<file path="src/sst_pkg.sv">
// ---------------------------------------------------------------------------
// sst_pkg: shared types and codes for the sorted set table
// Operation and status codes, and the control and status bundles that pass
// between the top level and the storage cells.
// ---------------------------------------------------------------------------
package sst_pkg;

  localparam int VALUE_W  = 32;
  localparam int MODE_W   = 2;
  localparam int STATUS_W = 2;
  localparam int POS_W    = 4;
  localparam int COUNT_W  = 5;

  localparam logic [MODE_W-1:0] MODE_INSERT = 2'd0;
  localparam logic [MODE_W-1:0] MODE_DELETE = 2'd1;
  localparam logic [MODE_W-1:0] MODE_FIND   = 2'd2;
  localparam logic [MODE_W-1:0] MODE_CLEAR  = 2'd3;

  localparam logic [STATUS_W-1:0] ST_DONE   = 2'd0;
  localparam logic [STATUS_W-1:0] ST_DUP    = 2'd1;
  localparam logic [STATUS_W-1:0] ST_FULL   = 2'd2;
  localparam logic [STATUS_W-1:0] ST_ABSENT = 2'd3;

  // Broadcast to every cell in the accept cycle
  typedef struct packed {
    logic                      ins;
    logic                      del;
    logic                      clr;
    logic signed [VALUE_W-1:0] key;
  } cell_ctrl_t;

  // Per-cell compare results
  typedef struct packed {
    logic lt;   // valid and entry below key
    logic eq;   // valid and entry equal to key
    logic bnd;  // first cell not below key: insert point
  } cell_stat_t;

endpackage

</file>
<file path="src/sst_cell.sv">
// ---------------------------------------------------------------------------
// sst_cell: one slot of the sorted chain
// Holds one value and its valid bit, compares against the broadcast key and
// shifts toward either neighbor on insert or delete.
// ---------------------------------------------------------------------------
module sst_cell (
  input  logic                               clk,
  input  logic                               rst,
  input  sst_pkg::cell_ctrl_t                ctrl,
  input  logic                               left_lt,
  input  logic                               left_valid,
  input  logic signed [sst_pkg::VALUE_W-1:0] left_entry,
  input  logic                               right_valid,
  input  logic signed [sst_pkg::VALUE_W-1:0] right_entry,
  output logic                               valid,
  output logic signed [sst_pkg::VALUE_W-1:0] entry,
  output sst_pkg::cell_stat_t                stat
);
  import sst_pkg::*;

  // Compare held value against the key
  always_comb begin
    stat.lt  = valid && (entry < ctrl.key);
    stat.eq  = valid && (entry == ctrl.key);
    stat.bnd = !stat.lt && left_lt;
  end

  // Valid bit: grow from the left on insert, shrink from the right on delete
  always_ff @(posedge clk) begin
    if (rst) begin
      valid <= 1'b0;
    end else if (ctrl.clr) begin
      valid <= 1'b0;
    end else if (ctrl.ins && !stat.lt) begin
      valid <= valid | left_valid;
    end else if (ctrl.del && !stat.lt) begin
      valid <= right_valid;
    end
  end

  // Payload: take key at the insert point, else shift from a neighbor
  always_ff @(posedge clk) begin
    if (ctrl.ins && !stat.lt) begin
      entry <= stat.bnd ? ctrl.key : left_entry;
    end else if (ctrl.del && !stat.lt) begin
      entry <= right_entry;
    end
  end

endmodule

</file>
<file path="src/sorted_set_table_top.sv">
// ---------------------------------------------------------------------------
// sorted_set_table_top: bounded sorted set of signed 32-bit values
// Insert, delete, find and clear on a chain of compare-and-shift cells.
// ---------------------------------------------------------------------------
// The set lives in a row of CAPACITY cells, kept in ascending signed order
// from cell 0. Every cell compares its value with the request in the same
// cycle and shifts one place left or right, so each request is finished in
// the cycle it is accepted and one request is taken per clock unless the
// output stalls. The result beat sits in an output register; a new request
// is taken whenever that register is empty or is being drained in the same
// cycle, so throughput is one beat per cycle with out_ready held high.
// Position and count are reported modulo 16 and 32.
module sorted_set_table_top #(
  parameter int CAPACITY = 16
) (
  input  logic                                clk,
  input  logic                                rst,
  input  logic                                in_valid,
  output logic                                in_ready,
  input  logic [sst_pkg::MODE_W-1:0]          mode,
  input  logic signed [sst_pkg::VALUE_W-1:0]  value,
  output logic                                out_valid,
  input  logic                                out_ready,
  output logic [sst_pkg::STATUS_W-1:0]        status,
  output logic [sst_pkg::POS_W-1:0]           position,
  output logic [sst_pkg::COUNT_W-1:0]         count
);
  import sst_pkg::*;

  localparam int OCC_W = $clog2(CAPACITY + 1);

  logic                       accept;
  logic                       hit;
  logic                       full;
  logic [OCC_W-1:0]           occupancy;
  logic [OCC_W-1:0]           occupancy_next;
  logic [STATUS_W-1:0]        status_next;
  logic [POS_W-1:0]           pos_next;
  logic [POS_W-1:0]           pos_enc;
  logic [CAPACITY-1:0]        valid_vec;
  logic [CAPACITY-1:0]        lt_vec;
  logic [CAPACITY-1:0]        eq_vec;
  logic [CAPACITY-1:0]        bnd_vec;
  logic [CAPACITY-1:0]        sel_vec;
  logic signed [VALUE_W-1:0]  entry_arr [CAPACITY];
  cell_stat_t                 stat_arr  [CAPACITY];
  cell_ctrl_t                 ctrl;

  assign in_ready = !out_valid || out_ready;
  assign accept   = in_valid && in_ready;
  assign hit      = |eq_vec;
  assign full     = valid_vec[CAPACITY-1];

  // Broadcast the decoded operation to the chain
  always_comb begin
    ctrl.key = value;
    ctrl.ins = accept && (mode == MODE_INSERT) && !hit && !full;
    ctrl.del = accept && (mode == MODE_DELETE) && hit;
    ctrl.clr = accept && (mode == MODE_CLEAR);
  end

  // Cell chain
  for (genvar i = 0; i < CAPACITY; i++) begin : g_cell
    logic                      l_lt;
    logic                      l_valid;
    logic                      r_valid;
    logic signed [VALUE_W-1:0] l_entry;
    logic signed [VALUE_W-1:0] r_entry;

    if (i == 0) begin : g_head
      assign l_lt    = 1'b1;
      assign l_valid = 1'b1;
      assign l_entry = value;
    end else begin : g_mid
      assign l_lt    = lt_vec[i-1];
      assign l_valid = valid_vec[i-1];
      assign l_entry = entry_arr[i-1];
    end

    if (i == CAPACITY - 1) begin : g_tail
      assign r_valid = 1'b0;
      assign r_entry = entry_arr[i];
    end else begin : g_body
      assign r_valid = valid_vec[i+1];
      assign r_entry = entry_arr[i+1];
    end

    sst_cell u_cell (
      .clk         (clk),
      .rst         (rst),
      .ctrl        (ctrl),
      .left_lt     (l_lt),
      .left_valid  (l_valid),
      .left_entry  (l_entry),
      .right_valid (r_valid),
      .right_entry (r_entry),
      .valid       (valid_vec[i]),
      .entry       (entry_arr[i]),
      .stat        (stat_arr[i])
    );

    assign lt_vec[i]  = stat_arr[i].lt;
    assign eq_vec[i]  = stat_arr[i].eq;
    assign bnd_vec[i] = stat_arr[i].bnd;
  end

  // Encode the one-hot hit or insert point into a position
  assign sel_vec = (mode == MODE_INSERT) ? bnd_vec : eq_vec;

  always_comb begin
    pos_enc = '0;
    for (int i = 0; i < CAPACITY; i++) begin
      pos_enc = pos_enc | (sel_vec[i] ? POS_W'(i) : '0);
    end
  end

  // Result status, position and new occupancy
  always_comb begin
    status_next    = ST_DONE;
    pos_next       = '0;
    occupancy_next = occupancy;
    case (mode)
      MODE_INSERT: begin
        if (hit) begin
          status_next = ST_DUP;
        end else if (full) begin
          status_next = ST_FULL;
        end else begin
          pos_next       = pos_enc;
          occupancy_next = occupancy + OCC_W'(1);
        end
      end
      MODE_DELETE: begin
        if (!hit) begin
          status_next = ST_ABSENT;
        end else begin
          pos_next       = pos_enc;
          occupancy_next = occupancy - OCC_W'(1);
        end
      end
      MODE_FIND: begin
        if (!hit) begin
          status_next = ST_ABSENT;
        end else begin
          pos_next = pos_enc;
        end
      end
      default: begin
        occupancy_next = '0;
      end
    endcase
  end

  // Occupancy counter
  always_ff @(posedge clk) begin
    if (rst) begin
      occupancy <= '0;
    end else if (accept) begin
      occupancy <= occupancy_next;
    end
  end

  // Output beat register
  always_ff @(posedge clk) begin
    if (rst) begin
      out_valid <= 1'b0;
    end else begin
      out_valid <= accept || (out_valid && !out_ready);
    end
  end

  always_ff @(posedge clk) begin
    if (accept) begin
      status   <= status_next;
      position <= pos_next;
      count    <= COUNT_W'(occupancy_next);
    end
  end

  // Valid cells form a contiguous run from cell 0
  a_valid_run: assert property (@(posedge clk) disable iff (rst)
    ((valid_vec + CAPACITY'(1)) & valid_vec) == '0)
    else $error("valid cells are not contiguous from the head");

  // Occupancy tracks the number of valid cells
  a_occ_match: assert property (@(posedge clk) disable iff (rst)
    $countones(valid_vec) == int'(occupancy))
    else $error("occupancy disagrees with valid cells");

  // At most one cell matches the key
  a_eq_onehot: assert property (@(posedge clk) disable iff (rst)
    $onehot0(eq_vec))
    else $error("duplicate value held in the set");

  // At most one insert point
  a_bnd_onehot: assert property (@(posedge clk) disable iff (rst)
    $onehot0(bnd_vec))
    else $error("more than one insert point");

  // Clear empties the chain
  a_clear: assert property (@(posedge clk) disable iff (rst)
    ctrl.clr |=> (valid_vec == '0) && (occupancy == '0))
    else $error("clear left entries in the set");

endmodule
</file>
<file path="config.mk">
export PLATFORM = sky130hd
export DESIGN_NAME = sorted_set_table_top
export DESIGN_NICKNAME = d
export VERILOG_FILES = /design/src/sst_pkg.sv /design/src/sst_cell.sv /design/src/sorted_set_table_top.sv
export SDC_FILE = /design/constraint.sdc
export NUM_CORES = 2
export LEC_CHECK = 0
export BUFFER_PORTS_ARGS = -buffer_cell sky130_fd_sc_hd__buf_2
export CELL_PAD_IN_SITES_DETAIL_PLACEMENT = 0
export CELL_PAD_IN_SITES_GLOBAL_PLACEMENT = 1
export CORE_ASPECT_RATIO = 0.8
export CORE_MARGIN = 2
export CORE_UTILIZATION = 33
export DETAILED_ROUTE_END_ITERATION = 12
export HOLD_SLACK_MARGIN = 0.12
export PLACE_DENSITY_LB_ADDON = 0.1
export SKIP_CTS_REPAIR_TIMING = 1
export SLEW_MARGIN = 20
export SYNTH_ARGS = -nofsm -noshare
export SYNTH_HDL_FRONTEND = slang
export SYNTH_HIERARCHICAL = 1
export SYNTH_SLANG_ARGS = --single-unit
export TNS_END_PERCENT = 30
</file>
<file path="constraint.sdc">
create_clock -name clk -period 10.85 [get_ports clk]
set_clock_uncertainty 0.15 [all_clocks]
set_input_delay 0 -clock clk [delete_from_list [all_inputs] [get_ports clk]]
set_output_delay 0 -clock clk [all_outputs]
set_load 0.05 [all_outputs]
</file>
==> impl.org <==
** Global routing
- Number of antenna violations at the first check in global routing :: 1
- The global routing stage identified its most utilized layer as met2.
- Total track usage :: 0.174
- For met1 alone, demand over resource in global routing was 0.261.
- For this run, global-route usage on met3 was measured as 0.0187.
- GR Layer Usage met2 :: 0.268
- The total overflow left after global routing is 0.
- First-pass GRT wire length :: about 190,000 um
- Via count of the first global-routing pass :: 29.5k
- Entering global routing, the biggest net connects 49 pins.

** Place
- The count of buffers added on input and output ports is 50.
- Before CTS, the worst setup slack after placement is 5210 ps.
- Final RePlAce weighted congestion :: between 0.7 and 0.8
- Final HPWL DP :: about 95,000 um

** Worst setup path
- Crit path kind :: in2reg
- Data required time of the critical path :: 11,090 ps
- For flop-to-flop paths, the worst setup slack is roughly 5500 ps.
- In this run the critical register-to-register path is launched from g_cell[15].u_cell/entry[14].
- The worst register-to-register path has a depth of 15.
- Critical path origin :: value[31]
- Of all nets on the critical path, the largest fanout is 48.
- Startpoint type of the worst setup path :: input port
- The endpoint identified for the worst register-to-register timing path is g_cell[0].u_cell/entry[0].
- Data arrives at the worst endpoint at ~5600 ps.
- The worst setup path is captured at a register.

** Pwr
- Leakage power total :: 22.0 nW
- Switching part of the total power :: 0.270
- Internal Pwr Total :: ~4.0 mW
- For this design the total switching power over the nets is roughly 1.5 mW.
- Clk pwr share :: 0.412
- Of the total power, registers draw 0.443.
- VDD sags by at most 103 uV.
- Relative contribution of combinational cells to total power :: 0.144
- Power Density :: roughly 110 nW/um2

** Drt
- Once detail routing completed, the nets flagged for antenna violations numbered 0.
- The detailed router placed ~29k vias in this run.
- After detailed routing, the number of remaining DRC violations is 0.
- Average detailed-routed wire length per instance :: between 20 and 25 um
- The routed design has about 120,000 um of wire.
- The first detailed-routing pass took 5 iterations.
- In this run, the number of DRC markers left after iteration 0 of detailed routing was between 1k and 1.5k.
- Ratio of routed vias to standard cells :: ~5

** Logic synthesis
- A synthesized cell averages between 10 and 15 um2.
- Netlist area before placement :: between 40,000 and 50,000 um2
- The Yosys step of the flow raised 6 warnings.
- Synthesis produced a netlist whose cell count is slightly below 4k.

** Hold path
- Endpoint with the worst hold slack :: g_cell[15].u_cell/entry[13]
- Min-Delay Startpoint :: value[13]
- Type of the tightest min-delay check :: in2reg
- Hold depth :: 4

** STA
- Accumulated negative setup slack :: 0 ps
- The number of hold-slack violations in the final timing report came to 0.
- Worst Max-Slew Pin Slew :: about 1100 ps
- Of the available clock period, the critical path in the final layout requires 0.496.
- The count of pins over their slew limit came to 0.
- Clock period minus worst slack :: between 5000 and 6000 ps
- Worst rel slew slack :: 0.287
- Highest clock frequency the design can meet :: between 150 and 200 MHz
- Unrepaired setup endpoints after global routing :: no
- After layout, the worst setup slack is about 5500 ps.
- Final setup violation count :: 0

** Clock network
- Clock tree synthesis inserted a total of 70 buffers.
- Clock tree from TritonCTS :: done
- The H-tree was split into 3 levels.
- After clock tree synthesis, the clock-pin slew on the worst setup and hold paths is 60 ps.
- The later pin in the worst-skew pair is clocked with a latency of roughly 640 ps.
- The clock net in this run drives a total of 545 sinks.
- The clock passes through at most 3 buffers.
- The tree is rooted in a clkbuf_16.

** Floorplanning
- Initial Utilization :: 0.333
- The total area inside the core boundary comes to between 100,000 and 150,000 um2.
- Standard-cell row count :: about 120
- Die height :: around 340 um
- Die X-Extent :: 419 um
- Full die area :: between 100,000 and 150,000 um2
- just over 50 I/O pins were placed.

** Cells and area
- In the final layout, the share of cells above drive strength 1 is 0.319.
- Ant diodes :: 0
- # nets final :: roughly 4.6k
- Area growth from synthesis to layout :: 10.6%

** Run
- Max-cap violations in this run came to 0.

** Status
- Result of the run :: complete, no violations
[registers in the layout (all words and copies together) (netlist names)]
name / flops
occupancy: 5
count: 5
g_cell.u_cell/entry: 512
position: 4
g_cell.u_cell/valid: 16
out_valid: 1
status: 2
[routing by layer]
layer  vias to the layer above  wire length (um)
met5                         -                 0
met4                         0              2180
met3                       115              3240
met2                       337             53000
met1                     13900             65200
li1                      14600                 -
[critical path, cell delays in order]
cell           delay [ps]
dlygate4sd3_1         530
buf_2                 100
buf_4                 330
inv_1                 120
ha_1                  430
nand4_1               210
nor4_2                440
nand2_1               180
nor2_1                530
nor2_1                170
nand4_1               310
nor2_4                 70
nand3b_1              210
nor2_4                 40
buf_4                 260
buf_4                 340
o31ai_1               170
a31o_4                660
mux2_2                410
[power groups by stage]
stage	Sequential, mW	Combinational, mW	Clock [mW]
floorplan	2.45	0.550	0
global placement	2.47	0.779	0
detailed placement	2.47	0.787	0
CTS	2.43	0.790	2.36
global route	2.43	0.888	2.43
finish	2.43	0.791	2.26
[worst max path at each step]
stage,end,slack [ps],cells after the start
floorplan,g_cell[10].u_cell/entry[0],3830,13
global placement,g_cell[1].u_cell/entry[31],5220,17
detailed placement,g_cell[1].u_cell/entry[0],5210,17
CTS,g_cell[5].u_cell/entry[6],5390,14
global route,g_cell[1].u_cell/entry[0],5120,15
finish,g_cell[0].u_cell/entry[0],5470,19
[through the flow]
stage                     power [mW]   util  instances  cell area (um2)  hold WS [ps]
after floorplan                 3.00      -       3952            45500         -80.9
after global placement          3.25  0.351       5785            47900           127
after detailed placement        3.26  0.351       5787            47900           115
after CTS                       5.58  0.367       5909            50000          -586
after global routing            5.75  0.369       5929            50300           120
final                           5.47  0.369       5929            50300          99.1
[cell type report]
cell class	count	area [um2]
well taps	1845	2310
clock buffers	102	1970
inverters	552	2070
fillers	13400	86100
multi-input cells	2736	26700
repair buffers	129	1020
clock inverters	20	130
flip-flops and latches	545	16100
[placed cells by master, fill, tap and decap left out, types with 16 or more instances in the layout]
cell / n
a31o_4: 16
a21oi_4: 16
nand2_1: 220
a211oi_1: 18
a21bo_2: 16
a221oi_1: 17
nand3_1: 21
o211a_1: 16
o211ai_1: 19
buf_2: 50
and3_1: 19
nor2b_1: 18
a21oi_1: 258
mux2_2: 545
xnor2_1: 17
edfxtp_1: 523
a22oi_1: 18
nand4_1: 81
ha_1: 519
o21ai_0: 114
nor4_1: 19
a31oi_1: 16
nor4_2: 16
nor2_1: 158
clkbuf_1: 26
clkbuf_16: 73
mux2_4: 480
buf_4: 57
inv_1: 552
o31ai_1: 16
dfxtp_1: 22
(Power assumes the default switching activity.)
